===== src/design/rotation_matrix_to_quaternion_assert.svh =====
// Assertion macros used by the rotation matrix to quaternion top level.
`ifndef ROTATION_MATRIX_TO_QUATERNION_ASSERT_SVH
`define ROTATION_MATRIX_TO_QUATERNION_ASSERT_SVH

// Check a consequent in the same cycle as its antecedent.
`define RMQ_ASSERT_SAME(label, clk, rst_n, ante, cons) \
    label: assert property (@(posedge clk) disable iff (!(rst_n)) (ante) |-> (cons)) \
        else $error("rotation_matrix_to_quaternion: same-cycle check failed");

// Check a consequent in the cycle after its antecedent.
`define RMQ_ASSERT_NEXT(label, clk, rst_n, ante, cons) \
    label: assert property (@(posedge clk) disable iff (!(rst_n)) (ante) |=> (cons)) \
        else $error("rotation_matrix_to_quaternion: next-cycle check failed");

`endif


===== src/design/rmq_pkg.sv =====
// Shared types and constants for the rotation matrix to quaternion converter.
package rmq_pkg;

    // Four root lanes: w, x, y, z
    localparam int NUM_LANES = 4;
    localparam int LANE_W    = 0;
    localparam int LANE_X    = 1;
    localparam int LANE_Y    = 2;
    localparam int LANE_Z    = 3;

    // Field widths
    localparam int IN_W      = 16;
    localparam int W_W       = 15;
    localparam int S_W       = 16;

    // Largest magnitude the output fields carry (1.0 in Q1.14)
    localparam int FIELD_CAP = 16384;

    // Control that travels with each item down the chain
    typedef struct packed {
        logic                 valid;
        logic [NUM_LANES-1:0] neg;
    } t_ctl;

endpackage


===== src/design/rmq_prep.sv =====
// Input stage: diagonal sums, clamping, root arguments and sign flags.
module rmq_prep #(
    parameter int FRAC_BITS = 14,
    parameter int SUM_W     = 20,
    parameter int ARG_W     = 34
) (
    input  logic                                          i_clk,
    input  logic                                          i_rst_n,
    input  logic                                          i_take,
    input  logic signed [rmq_pkg::IN_W-1:0]               i_r00,
    input  logic signed [rmq_pkg::IN_W-1:0]               i_r01,
    input  logic signed [rmq_pkg::IN_W-1:0]               i_r02,
    input  logic signed [rmq_pkg::IN_W-1:0]               i_r10,
    input  logic signed [rmq_pkg::IN_W-1:0]               i_r11,
    input  logic signed [rmq_pkg::IN_W-1:0]               i_r12,
    input  logic signed [rmq_pkg::IN_W-1:0]               i_r20,
    input  logic signed [rmq_pkg::IN_W-1:0]               i_r21,
    input  logic signed [rmq_pkg::IN_W-1:0]               i_r22,
    output rmq_pkg::t_ctl                                 o_ctl,
    output logic [rmq_pkg::NUM_LANES-1:0][ARG_W-1:0]      o_rad
);

    localparam int EXT_W = SUM_W - rmq_pkg::IN_W;

    logic signed [SUM_W-1:0]                        one_s;
    logic signed [SUM_W-1:0]                        e00;
    logic signed [SUM_W-1:0]                        e11;
    logic signed [SUM_W-1:0]                        e22;
    logic signed [rmq_pkg::NUM_LANES-1:0][SUM_W-1:0] sum;
    logic signed [rmq_pkg::IN_W:0]                  dx;
    logic signed [rmq_pkg::IN_W:0]                  dy;
    logic signed [rmq_pkg::IN_W:0]                  dz;

    rmq_pkg::t_ctl                                  r_ctl;
    rmq_pkg::t_ctl                                  n_ctl;
    logic [rmq_pkg::NUM_LANES-1:0][ARG_W-1:0]       r_rad;
    logic [rmq_pkg::NUM_LANES-1:0][ARG_W-1:0]       n_rad;

    // Extend the diagonal and form the four signed sums
    assign one_s = SUM_W'(1) << FRAC_BITS;
    assign e00   = {{EXT_W{i_r00[rmq_pkg::IN_W-1]}}, i_r00};
    assign e11   = {{EXT_W{i_r11[rmq_pkg::IN_W-1]}}, i_r11};
    assign e22   = {{EXT_W{i_r22[rmq_pkg::IN_W-1]}}, i_r22};

    assign sum[rmq_pkg::LANE_W] = one_s + e00 + e11 + e22;
    assign sum[rmq_pkg::LANE_X] = one_s + e00 - e11 - e22;
    assign sum[rmq_pkg::LANE_Y] = one_s - e00 + e11 - e22;
    assign sum[rmq_pkg::LANE_Z] = one_s - e00 - e11 + e22;

    // Off-diagonal differences that pick the vector signs
    assign dx = {i_r21[rmq_pkg::IN_W-1], i_r21} - {i_r12[rmq_pkg::IN_W-1], i_r12};
    assign dy = {i_r02[rmq_pkg::IN_W-1], i_r02} - {i_r20[rmq_pkg::IN_W-1], i_r20};
    assign dz = {i_r10[rmq_pkg::IN_W-1], i_r10} - {i_r01[rmq_pkg::IN_W-1], i_r01};

    // Clamp negative sums to zero and scale up by the fraction bits
    always_comb begin
        for (int l = 0; l < rmq_pkg::NUM_LANES; l++) begin
            if (sum[l][SUM_W-1]) begin
                n_rad[l] = '0;
            end else begin
                n_rad[l] = ARG_W'({sum[l][SUM_W-2:0], {FRAC_BITS{1'b0}}});
            end
        end
        n_ctl.valid                  = i_take;
        n_ctl.neg[rmq_pkg::LANE_W]   = 1'b0;
        n_ctl.neg[rmq_pkg::LANE_X]   = dx[rmq_pkg::IN_W];
        n_ctl.neg[rmq_pkg::LANE_Y]   = dy[rmq_pkg::IN_W];
        n_ctl.neg[rmq_pkg::LANE_Z]   = dz[rmq_pkg::IN_W];
    end

    // Hold control under reset
    always_ff @(posedge i_clk) begin
        if (!i_rst_n) begin
            r_ctl <= '0;
        end else begin
            r_ctl <= n_ctl;
        end
    end

    // Capture the root arguments
    always_ff @(posedge i_clk) begin
        r_rad <= n_rad;
    end

    assign o_ctl = r_ctl;
    assign o_rad = r_rad;

endmodule


===== src/design/rmq_cell.sv =====
// One square-root cell: resolves one root bit in each of the four lanes.
module rmq_cell #(
    parameter int ROOT_W = 17,
    parameter int ARG_W  = 34
) (
    input  logic                                           i_clk,
    input  logic                                           i_rst_n,
    input  rmq_pkg::t_ctl                                  i_ctl,
    input  logic [rmq_pkg::NUM_LANES-1:0][ARG_W-1:0]       i_rad,
    input  logic [rmq_pkg::NUM_LANES-1:0][ROOT_W:0]        i_rem,
    input  logic [rmq_pkg::NUM_LANES-1:0][ROOT_W-1:0]      i_root,
    output rmq_pkg::t_ctl                                  o_ctl,
    output logic [rmq_pkg::NUM_LANES-1:0][ARG_W-1:0]       o_rad,
    output logic [rmq_pkg::NUM_LANES-1:0][ROOT_W:0]        o_rem,
    output logic [rmq_pkg::NUM_LANES-1:0][ROOT_W-1:0]      o_root
);

    localparam int RW = ROOT_W + 1;
    localparam int CW = ROOT_W + 3;

    logic [rmq_pkg::NUM_LANES-1:0][CW-1:0]      cand;
    logic [rmq_pkg::NUM_LANES-1:0][CW-1:0]      sub;
    logic [rmq_pkg::NUM_LANES-1:0][CW-1:0]      diff;

    rmq_pkg::t_ctl                              r_ctl;
    rmq_pkg::t_ctl                              n_ctl;
    logic [rmq_pkg::NUM_LANES-1:0][ARG_W-1:0]   r_rad;
    logic [rmq_pkg::NUM_LANES-1:0][ARG_W-1:0]   n_rad;
    logic [rmq_pkg::NUM_LANES-1:0][RW-1:0]      r_rem;
    logic [rmq_pkg::NUM_LANES-1:0][RW-1:0]      n_rem;
    logic [rmq_pkg::NUM_LANES-1:0][ROOT_W-1:0]  r_root;
    logic [rmq_pkg::NUM_LANES-1:0][ROOT_W-1:0]  n_root;

    // Bring down two radicand bits and try the next root bit
    always_comb begin
        for (int l = 0; l < rmq_pkg::NUM_LANES; l++) begin
            cand[l] = {i_rem[l], i_rad[l][ARG_W-1 -: 2]};
            sub[l]  = {1'b0, i_root[l], 2'b01};
            diff[l] = cand[l] - sub[l];
            if (cand[l] >= sub[l]) begin
                n_rem[l]  = diff[l][RW-1:0];
                n_root[l] = {i_root[l][ROOT_W-2:0], 1'b1};
            end else begin
                n_rem[l]  = cand[l][RW-1:0];
                n_root[l] = {i_root[l][ROOT_W-2:0], 1'b0};
            end
            n_rad[l] = {i_rad[l][ARG_W-3:0], 2'b00};
        end
        n_ctl = i_ctl;
    end

    // Advance control to the neighbor
    always_ff @(posedge i_clk) begin
        if (!i_rst_n) begin
            r_ctl <= '0;
        end else begin
            r_ctl <= n_ctl;
        end
    end

    // Advance lane data to the neighbor
    always_ff @(posedge i_clk) begin
        r_rad  <= n_rad;
        r_rem  <= n_rem;
        r_root <= n_root;
    end

    assign o_ctl  = r_ctl;
    assign o_rad  = r_rad;
    assign o_rem  = r_rem;
    assign o_root = r_root;

endmodule


===== src/design/rotation_matrix_to_quaternion.sv =====
// Pipeline from start to o_valid: one input stage, one cell per root bit, one output stage;
// ROOT_W = (max(FRAC_BITS, 17) + 3 + FRAC_BITS) / 2.
// Throughput: one matrix per cycle; the cell chain takes a new item every cycle.
// busy is always low; each result shows for one cycle with o_valid and cannot be stalled.
// Reset (synchronous, active low) drops every item in flight; no clearing pass is needed.
// Top level: rotation matrix to quaternion converter built as a chain of root cells.
`include "rotation_matrix_to_quaternion_assert.svh"

module rotation_matrix_to_quaternion #(
    parameter int FRAC_BITS = 14
) (
    input  logic                                 i_clk,
    input  logic                                 i_rst_n,
    input  logic                                 start,
    output logic                                 busy,
    input  logic signed [rmq_pkg::IN_W-1:0]      i_r00,
    input  logic signed [rmq_pkg::IN_W-1:0]      i_r01,
    input  logic signed [rmq_pkg::IN_W-1:0]      i_r02,
    input  logic signed [rmq_pkg::IN_W-1:0]      i_r10,
    input  logic signed [rmq_pkg::IN_W-1:0]      i_r11,
    input  logic signed [rmq_pkg::IN_W-1:0]      i_r12,
    input  logic signed [rmq_pkg::IN_W-1:0]      i_r20,
    input  logic signed [rmq_pkg::IN_W-1:0]      i_r21,
    input  logic signed [rmq_pkg::IN_W-1:0]      i_r22,
    output logic                                 o_valid,
    output logic [rmq_pkg::W_W-1:0]              o_quat_w,
    output logic signed [rmq_pkg::S_W-1:0]       o_quat_x,
    output logic signed [rmq_pkg::S_W-1:0]       o_quat_y,
    output logic signed [rmq_pkg::S_W-1:0]       o_quat_z
);

    localparam int SUM_W  = ((FRAC_BITS > 17) ? FRAC_BITS : 17) + 3;
    localparam int ROOT_W = (SUM_W + FRAC_BITS) / 2;
    localparam int ARG_W  = 2 * ROOT_W;
    localparam int RW     = ROOT_W + 1;
    localparam int MAG_W  = (ROOT_W - 1 > rmq_pkg::W_W) ? (ROOT_W - 1) : rmq_pkg::W_W;
    localparam int CAP    = (FRAC_BITS < 14) ? (1 << FRAC_BITS) : rmq_pkg::FIELD_CAP;
    localparam int LAT    = ROOT_W + 2;

    rmq_pkg::t_ctl                                       ctl_c  [ROOT_W+1];
    logic [rmq_pkg::NUM_LANES-1:0][ARG_W-1:0]            rad_c  [ROOT_W+1];
    logic [rmq_pkg::NUM_LANES-1:0][RW-1:0]               rem_c  [ROOT_W+1];
    logic [rmq_pkg::NUM_LANES-1:0][ROOT_W-1:0]           root_c [ROOT_W+1];

    logic [rmq_pkg::NUM_LANES-1:0][MAG_W-1:0]            mag_ext;
    logic [rmq_pkg::NUM_LANES-1:0][rmq_pkg::W_W-1:0]     sat;
    logic [rmq_pkg::NUM_LANES-1:0][rmq_pkg::S_W-1:0]     sgn;

    logic                                                r_valid;
    logic                                                n_valid;
    logic [rmq_pkg::W_W-1:0]                             r_quat_w;
    logic [rmq_pkg::S_W-1:0]                             r_quat_x;
    logic [rmq_pkg::S_W-1:0]                             r_quat_y;
    logic [rmq_pkg::S_W-1:0]                             r_quat_z;

    // Always ready: a transfer happens on every start
    assign busy = 1'b0;

    rmq_prep #(
        .FRAC_BITS (FRAC_BITS),
        .SUM_W     (SUM_W),
        .ARG_W     (ARG_W)
    ) u_prep (
        .i_clk   (i_clk),
        .i_rst_n (i_rst_n),
        .i_take  (start & ~busy),
        .i_r00   (i_r00),
        .i_r01   (i_r01),
        .i_r02   (i_r02),
        .i_r10   (i_r10),
        .i_r11   (i_r11),
        .i_r12   (i_r12),
        .i_r20   (i_r20),
        .i_r21   (i_r21),
        .i_r22   (i_r22),
        .o_ctl   (ctl_c[0]),
        .o_rad   (rad_c[0])
    );

    // Start each root from zero
    assign rem_c[0]  = '0;
    assign root_c[0] = '0;

    // Chain of root cells, one per result bit
    for (genvar k = 0; k < ROOT_W; k++) begin : g_cell
        rmq_cell #(
            .ROOT_W (ROOT_W),
            .ARG_W  (ARG_W)
        ) u_cell (
            .i_clk   (i_clk),
            .i_rst_n (i_rst_n),
            .i_ctl   (ctl_c[k]),
            .i_rad   (rad_c[k]),
            .i_rem   (rem_c[k]),
            .i_root  (root_c[k]),
            .o_ctl   (ctl_c[k+1]),
            .o_rad   (rad_c[k+1]),
            .o_rem   (rem_c[k+1]),
            .o_root  (root_c[k+1])
        );
    end

    // Halve the roots, saturate at CAP (one for FRAC_BITS up to 14), apply the vector signs
    always_comb begin
        for (int l = 0; l < rmq_pkg::NUM_LANES; l++) begin
            mag_ext[l] = MAG_W'(root_c[ROOT_W][l][ROOT_W-1:1]);
            if (mag_ext[l] > MAG_W'(CAP)) begin
                sat[l] = rmq_pkg::W_W'(CAP);
            end else begin
                sat[l] = mag_ext[l][rmq_pkg::W_W-1:0];
            end
            if (ctl_c[ROOT_W].neg[l]) begin
                sgn[l] = rmq_pkg::S_W'(0) - {1'b0, sat[l]};
            end else begin
                sgn[l] = {1'b0, sat[l]};
            end
        end
        n_valid = ctl_c[ROOT_W].valid;
    end

    // Hold the result strobe under reset
    always_ff @(posedge i_clk) begin
        if (!i_rst_n) begin
            r_valid <= 1'b0;
        end else begin
            r_valid <= n_valid;
        end
    end

    // Register the result fields
    always_ff @(posedge i_clk) begin
        r_quat_w <= sat[rmq_pkg::LANE_W];
        r_quat_x <= sgn[rmq_pkg::LANE_X];
        r_quat_y <= sgn[rmq_pkg::LANE_Y];
        r_quat_z <= sgn[rmq_pkg::LANE_Z];
    end

    assign o_valid  = r_valid;
    assign o_quat_w = r_quat_w;
    assign o_quat_x = r_quat_x;
    assign o_quat_y = r_quat_y;
    assign o_quat_z = r_quat_z;

    // Remainder bound of the finished roots: rem <= 2 * root
    for (genvar l = 0; l < rmq_pkg::NUM_LANES; l++) begin : g_chk
        logic [RW-1:0] bound;
        assign bound = RW'(root_c[ROOT_W][l]) << 1;
        `RMQ_ASSERT_SAME(a_rem_bound, i_clk, i_rst_n, ctl_c[ROOT_W].valid, rem_c[ROOT_W][l] <= bound)
    end

    `RMQ_ASSERT_SAME(a_rad_drained, i_clk, i_rst_n, ctl_c[ROOT_W].valid, rad_c[ROOT_W] == '0)
    `RMQ_ASSERT_SAME(a_valid_from_start, i_clk, i_rst_n, o_valid, $past(start, LAT))
    `RMQ_ASSERT_NEXT(a_w_capped, i_clk, i_rst_n, n_valid, o_quat_w <= rmq_pkg::W_W'(CAP))
    `RMQ_ASSERT_SAME(a_x_capped, i_clk, i_rst_n, o_valid && !o_quat_x[rmq_pkg::S_W-1], o_quat_x <= rmq_pkg::S_W'(CAP))

endmodule

===== config.mk =====
export PLATFORM = sky130hd
export DESIGN_NAME = rotation_matrix_to_quaternion
export DESIGN_NICKNAME = d
export VERILOG_FILES = /design/src/design/rmq_pkg.sv /design/src/design/rmq_prep.sv /design/src/design/rmq_cell.sv /design/src/design/rotation_matrix_to_quaternion.sv
export VERILOG_INCLUDE_DIRS = /design/src /design/src/design
export SDC_FILE = /design/constraint.sdc
export NUM_CORES = 2
export LEC_CHECK = 0
export BUFFER_PORTS_ARGS = -buffer_cell sky130_fd_sc_hd__buf_4
export CAP_MARGIN = 30
export CORE_ASPECT_RATIO = 0.6
export CORE_MARGIN = 2
export CORE_UTILIZATION = 55
export CTS_CLUSTER_SIZE = 28
export DETAILED_ROUTE_END_ITERATION = 10
export PLACE_DENSITY = 0.71
export SETUP_SLACK_MARGIN = 0.1
export SYNTH_ARGS = -nofsm -noshare
export SYNTH_HDL_FRONTEND = slang
export SYNTH_SLANG_ARGS = --single-unit

===== constraint.sdc =====
create_clock -name i_clk -period 13.3 [get_ports i_clk]
set_input_delay 1.995 -clock i_clk [delete_from_list [all_inputs] [get_ports i_clk]]
set_output_delay 1.995 -clock i_clk [all_outputs]
set_load 0.02 [all_outputs]

# == After elaboration in Yosys (flattened, before gate mapping) ==
# Cells that the tools add are included.
# totals
reg_bits,3082
latch_bits,0
mem_bits_rw,0
rom_bits,0
in_bits,147
output_inout_bits,65
mem_count,0
# op_classes
add_sub_neg,80
mul,0
div,0
n_lt_le_gt_ge,72
eq_ne,0
shift,0
mux,138
bitwise_logic,0
reduce_logical,0
# ops
cell,count
two-way mux 18 bit,60
two-way mux 15 bit,6
greater-or-equal comparator 20 x 10 -> 1 bit,4
greater-or-equal comparator 20 x 11 -> 1 bit,4
greater-or-equal comparator 20 x 12 -> 1 bit,4
greater-or-equal comparator 20 x 13 -> 1 bit,4
greater-or-equal comparator 20 x 14 -> 1 bit,4
greater-or-equal comparator 20 x 15 -> 1 bit,4
greater-or-equal comparator 20 x 16 -> 1 bit,4
greater-or-equal comparator 20 x 17 -> 1 bit,4
greater-or-equal comparator 20 x 18 -> 1 bit,4
greater-or-equal comparator 20 x 3 -> 1 bit,4
greater-or-equal comparator 20 x 4 -> 1 bit,4
greater-or-equal comparator 20 x 5 -> 1 bit,4
greater-or-equal comparator 20 x 6 -> 1 bit,4
greater-or-equal comparator 20 x 7 -> 1 bit,4
greater-or-equal comparator 20 x 8 -> 1 bit,4
greater-or-equal comparator 20 x 9 -> 1 bit,4
subtractor 18 x 10 -> 18 bit,4
subtractor 18 x 11 -> 18 bit,4
subtractor 18 x 12 -> 18 bit,4
subtractor 18 x 13 -> 18 bit,4
subtractor 18 x 14 -> 18 bit,4
subtractor 18 x 15 -> 18 bit,4
other kinds (23),136

# == Logic depth before layout (Yosys ltp) ==
# logic_depth
ltp_word,4
ltp_mapped,26
ltp_nobuf,23

# == Modules after synthesis ==
# A second synthesis with hierarchy kept.
# hier_totals
hier_cells,17370
area_unflattened_um2,184687.1
# by_module_without_submodules
module,instances,cells_per_inst,area_per_inst_um2,seq_area_each_um2
rmq_cell,17,942,10162.2,5465.2
rmq_prep,1,1047,9127.5,1601.5
rotation_matrix_to_quaternion,1,309,2801.4,1281.2

# == Worst setup path before layout ==
# No wires, ideal clock.
# synth_path
path_type,input to register
from,in i_r00[5] (netlist bit)
to,"reg u_prep.r_rad, in the netlist u_prep.o_rad[121]"
arrival_ns,6.640
required_time_ns,13.172
slack_ns,6.532
path_stages,23
path_buffers,3
cell_sequence,or4_1 > nor4_1 > xnor2_1 > ha_1 > clkbuf_1 > a21o_1 > a21oi_1 > nor2_1 > a311o_1 > nand4_1 > o21ai_0 > nor2_1 > xnor2_1 > ha_1 > clkbuf_1 > a21o_1 > a21o_1 > a221oi_1 > nor2b_1 > mux2i_1 > a21oi_1 > clkbuf_1 > nor2_1
# synth_between
elab_chain_len,3
# synth_lines
item,line,text
start: declaration,rotation_matrix_to_quaternion.sv:16,"input logic signed [rmq_pkg::IN_W-1:0] i_r00,"
subtractor 16 x 16 -> 17 bit,rmq_prep.sv:48,assign sum[rmq_pkg::LANE_Z] = one_s - e00 - e11 + e22;
subtractor 17 x 16 -> 18 bit,rmq_prep.sv:48,
adder 20 x 16 -> 20 bit,rmq_prep.sv:48,
end signal: assignment,rmq_prep.sv:82,r_rad <= n_rad;
end: declaration,rmq_prep.sv:36,logic [rmq_pkg::NUM_LANES-1:0][ARG_W-1:0] r_rad;
# Every way passes these cells.
# A chain may end at the register's enable or synchronous reset.

# == Final worst setup path ==
# layout_path
from,in i_r00[5] (netlist bit)
to,"reg u_prep.r_rad, in the netlist u_prep.o_rad[95]"
# layout_between
elab_chain_len,3
# layout_lines
item,line,text
subtractor 16 x 16 -> 17 bit,rmq_prep.sv:47,assign sum[rmq_pkg::LANE_Y] = one_s - e00 + e11 - e22;
adder 17 x 16 -> 18 bit,rmq_prep.sv:47,
subtractor 20 x 16 -> 20 bit,rmq_prep.sv:47,
# Every way passes these cells.

==> metrics.json <==
{
  "post_drt_via_cell_ratio": {"value": 5.28},
  "clock_buffers_created_by_tritoncts": {"value": 193},
  "yosys_warnings": {"value": 0},
  "timing_hold_violations_final": {"value": 0},
  "worst_ep_required_time": {"value": 13.97, "unit": "ns"},
  "post_synth_inst_count": {"value": 9097},
  "min_path_cells": {"value": 0},
  "synth_seq_cells": {"value": 2144},
  "fp.dieW": {"value": 522, "unit": "um"},
  "synth.cell_area": {"value": 0.0885, "unit": "mm2"},
  "arrival": {"value": 7.34, "unit": "ns"},
  "drc": {"value": 0},
  "finalNetCount": {"value": 10300},
  "run_status": {"value": "completed"},
  "cts.clk_slew.worst_paths": {"value": 0.07, "unit": "ns"},
  "static-leakage-power": {"value": 46.4, "unit": "nW"},
  "critical_setup_path_kind": {"value": "input port to register"},
  "syn-mean-instance-area": {"value": 9.73, "unit": "um2"},
  "timing.setup.tns": {"value": 0, "unit": "ns"},
  "area_delta_synth_final": {"value": 12.3, "unit": "%"},
  "cts.repair.resized": {"value": 0},
  "dieArea": {"value": 0.164, "unit": "mm2"},
  "tightestPinTransition": {"value": 0.976, "unit": "ns"},
  "post-route-period-util": {"value": 0.502},
  "floorplan.initialDensity": {"value": 0.556},
  "placed_cells": {"value": 11300},
  "grt_max_degree": {"value": 76},
  "worstHoldStart": {"value": "g_cell[0].u_cell.o_rad[24]$_DFF_P_"},
  "crit_fanout": {"value": 15},
  "clk_latency": {"value": 0.86, "unit": "ns"},
  "ff2ff_path_depth": {"value": 12},
  "globalRouteOverflowTotal": {"value": 0},
  "placement_rows": {"value": 113},
  "antenna_violations_before_repair": {"value": 10},
  "core_region_area": {"value": 0.159, "unit": "mm2"},
  "clock.fmax": {"value": 0.150, "unit": "GHz"},
  "num-fill-cells": {"value": 12800},
  "post_route_cells_drive_above_1_share": {"value": 0.0829},
  "routed-via-count": {"value": 61800},
  "count_of_final_max_slew_check_failures": {"value": 0},
  "cts_htree_levels": {"value": 4},
  "first_iter_violations": {"value": 4372},
  "grt_setup_unrepaired": {"value": "no"},
  "total_power": {"value": 0.0226, "unit": "W"},
  "crit_slowest_cell": {"value": "or4_1"},
  "p_per_area": {"value": 228, "unit": "mW/mm2"},
  "port-buffer-count": {"value": 210},
  "regToRegEndpoint": {"value": "g_cell[13].u_cell.o_rem[10]$_DFF_P_"},
  "grt_pass1_wl": {"value": 300000, "unit": "um"},
  "cts_tree": {"value": "built"},
  "power.ir.vdd_worst": {"value": 0.134, "unit": "mV"},
  "grt.total_usage": {"value": 0.217},
  "route.detailed.wl_per_inst": {"value": 15.5, "unit": "um"},
  "place_area": {"value": 0.0925, "unit": "mm2"},
  "detail-route-antenna-nets": {"value": 0},
  "cts.sink_count": {"value": 2144},
  "sum_of_net_half_perimeters_after_detailed_placement": {"value": 139000, "unit": "um"},
  "endpoint_kind": {"value": "register"},
  "die-height": {"value": 315, "unit": "um"},
  "first_global_vias": {"value": 59600},
  "holdCritPathClass": {"value": "register to register"},
  "synth_cell_types": {"value": 84},
  "worstSetupStartpointType": {"value": "input port"},
  "dr.pass1.iters": {"value": 8},
  "setup_violations": {"value": 0},
  "yosys_most_used_dff": {"value": "dfxtp_1"},
  "critPathMostFrequentCell": {"value": "a21o_1"},
  "routabilityCongestion": {"value": 0.894},
  "reg2reg_setup_slack": {"value": 9.21, "unit": "ns"},
  "fin_area": {"value": 0.0994, "unit": "mm2"},
  "root_buffer": {"value": "clkbuf_16"},
  "max-slew-margin-rel": {"value": 0.346},
  "async_flop_share": {"value": 0},
  "synth_sequential_area_ratio": {"value": 0.485},
  "cpPeakStageDelay": {"value": 0.65, "unit": "ns"},
  "post_route_skew": {"value": 0.0610, "unit": "ns"},
  "worstPathCellList": {"value": "buf_4 -> or4_1 -> nor4_1 -> xnor2_1 -> ha_1 -> and3b_1 -> a2111oi_0 -> o21ai_0 -> a21o_1 -> a21boi_0 -> nor2_1 -> nor2_1 -> xnor2_1 -> ha_1 -> a21o_1 -> a21o_1 -> a21o_1 -> a21oi_1 -> o21ai_0 -> nand2b_1 -> nor2b_1 -> buf_4 -> nor3_1"},
  "cts_setup_buffers": {"value": 0},
  "fin_crit": {"value": 6.67, "unit": "ns"},
  "cts_max_path_buffers": {"value": 4},
  "cts-hold-fix-buffers": {"value": 0},
  "layoutNonFillerInstCount": {"value": 11700},
  "r2r_start": {"value": "g_cell[12].u_cell.o_root[0]$_DFF_P_"},
  "top_level_ports": {"value": 212},
  "synth_edf_count": {"value": 0},
  "detail_route.wirelength": {"value": 181000, "unit": "um"},
  "max_cap_check_violation_count": {"value": 0},
  "sink_of_the_worst_hold_path": {"value": "g_cell[1].u_cell.o_rad[26]$_DFF_P_"}
}
## cell type report
type                            instances  area [um2]  share of cell area
Antenna cell                            4        10.0            0.000101
Clock buffer                          260        5570              0.0560
Clock inverter                         86        1250              0.0126
Inverter                              845        3170              0.0319
Multi-Input combinational cell       5985       42000               0.422
Sequential cell                      2144       42900               0.432
Tap cell                             2127        2660              0.0268
Timing Repair Buffer                  241        1820              0.0183
## power breakdown
group | switching (W) | internal (W)
Sequential | 0.00137 | 0.00869
Combinational | 0.00362 | 0.00309
Clock | 0.00237 | 0.00350
## worst max-delay path, delay by kind of cell
family / cells / cell delay, ns
xor+xnor: 2 / 0.35
fa+ha+maj: 2 / 0.67
simple gates: 8 / 1.76
buf+inv: 2 / 0.38
compound gates: 9 / 2.18
## cell usage after synthesis (71+ instances only)
cell type | count | share of area
ha_1 | 739 | 0.10
a211oi_1 | 71 | 0.0060
nor4_1 | 93 | 0.0066
nand3_1 | 101 | 0.0057
clkbuf_1 | 124 | 0.0053
inv_1 | 838 | 0.036
mux2_2 | 140 | 0.018
o21ai_0 | 486 | 0.027
xor2_1 | 354 | 0.035
xnor2_1 | 409 | 0.040
o31ai_1 | 82 | 0.0070
nand2_1 | 621 | 0.026
dfxtp_1 | 2144 | 0.49
nor2b_1 | 108 | 0.0076
o21a_1 | 168 | 0.014
a21oi_1 | 466 | 0.026
nor2_1 | 684 | 0.029
nor3_1 | 271 | 0.015
nand2b_1 | 117 | 0.0083
a21o_1 | 182 | 0.015
and2_1 | 107 | 0.0076
or3_1 | 76 | 0.0054
## through the flow
stage               hold slack (ns)  utilization  setup WS [ns]
detailed placement            0.312        0.582           5.95
finish                        0.291        0.625           6.63
floorplan                     0.310            -           6.53
global route                  0.301        0.625           6.34
CTS                           0.293        0.625           6.77
global placement              0.310        0.581           5.47
## flip-flops by register name, summed over array words and instances (netlist names)
name and flops:
g_cell.u_cell.o_ctl 68, o_quat_x 16, g_cell.u_cell.o_rem 964, g_cell.u_cell.o_root 608
o_quat_z 16, u_prep.o_ctl 4, u_prep.o_rad 76, o_quat_w 15
o_valid 1, g_cell.u_cell.o_rad 360, o_quat_y 16
## worst max-delay path by stage
stage             start                      endpoint  cells past startpoint
6_report       i_r00[5]   u_prep.o_rad[95]$_SDFF_PP0_                     23
5_1_grt        i_r00[5]   u_prep.o_rad[95]$_SDFF_PP0_                     23
4_1_cts        i_r00[5]   u_prep.o_rad[95]$_SDFF_PP0_                     23
3_5_place_dp   i_r00[5]   u_prep.o_rad[95]$_SDFF_PP0_                     23
3_3_place_gp   i_r00[5]   u_prep.o_rad[95]$_SDFF_PP0_                     22
2_1_floorplan  i_r00[5]  u_prep.o_rad[121]$_SDFF_PP0_                     23
## cells in the final DEF, fill, tap and decap left out, types with 46 or more instances in the layout
cell type / count
o21bai_1: 55
nand2_1: 621
o31ai_1: 82
inv_1: 838
a31oi_1: 52
ha_1: 739
nor3_1: 266
or2_2: 46
or3_1: 76
nor4_1: 90
a21oi_1: 466
xor2_1: 354
buf_4: 236
xnor2_1: 409
nand4_1: 65
nor2b_1: 108
and2_1: 107
clkbuf_16: 198
nor2_1: 684
a211oi_1: 71
nand3_1: 101
nand2b_1: 117
mux2_2: 140
o21a_1: 168
a21o_1: 182
o21ai_0: 485
and3_1: 55
dfxtp_1: 2144
## metal layers
metal | wire length (um) | vias to the layer above | part of all wire | GRT usage
li1 | - | 31600 | - | -
met5 | 46 | - | 0.00025 | 0
met3 | 9510 | 260 | 0.053 | 0.0343
met1 | 96200 | 28500 | 0.53 | 0.336
met4 | 3200 | 8 | 0.018 | 0.0500
met2 | 71900 | 1384 | 0.40 | 0.314
## cell families (layout without fill, tap and decap cells)
kind of cell	Yosys count	in the layout	share of synthesized area
and+or+nand+nor	2484	2484	0.136
DFF	2144	2144	0.485
AOI/OAI and AO/OA	1778	1778	0.126
buffers and inverters	973	1432	0.0414
adders and majority gates	784	784	0.115
xor gates and xnor gates	763	763	0.0755
muxes	170	170	0.0212
other	1	10	0.0000424
Note: power is estimated with default switching activity, not from simulation.
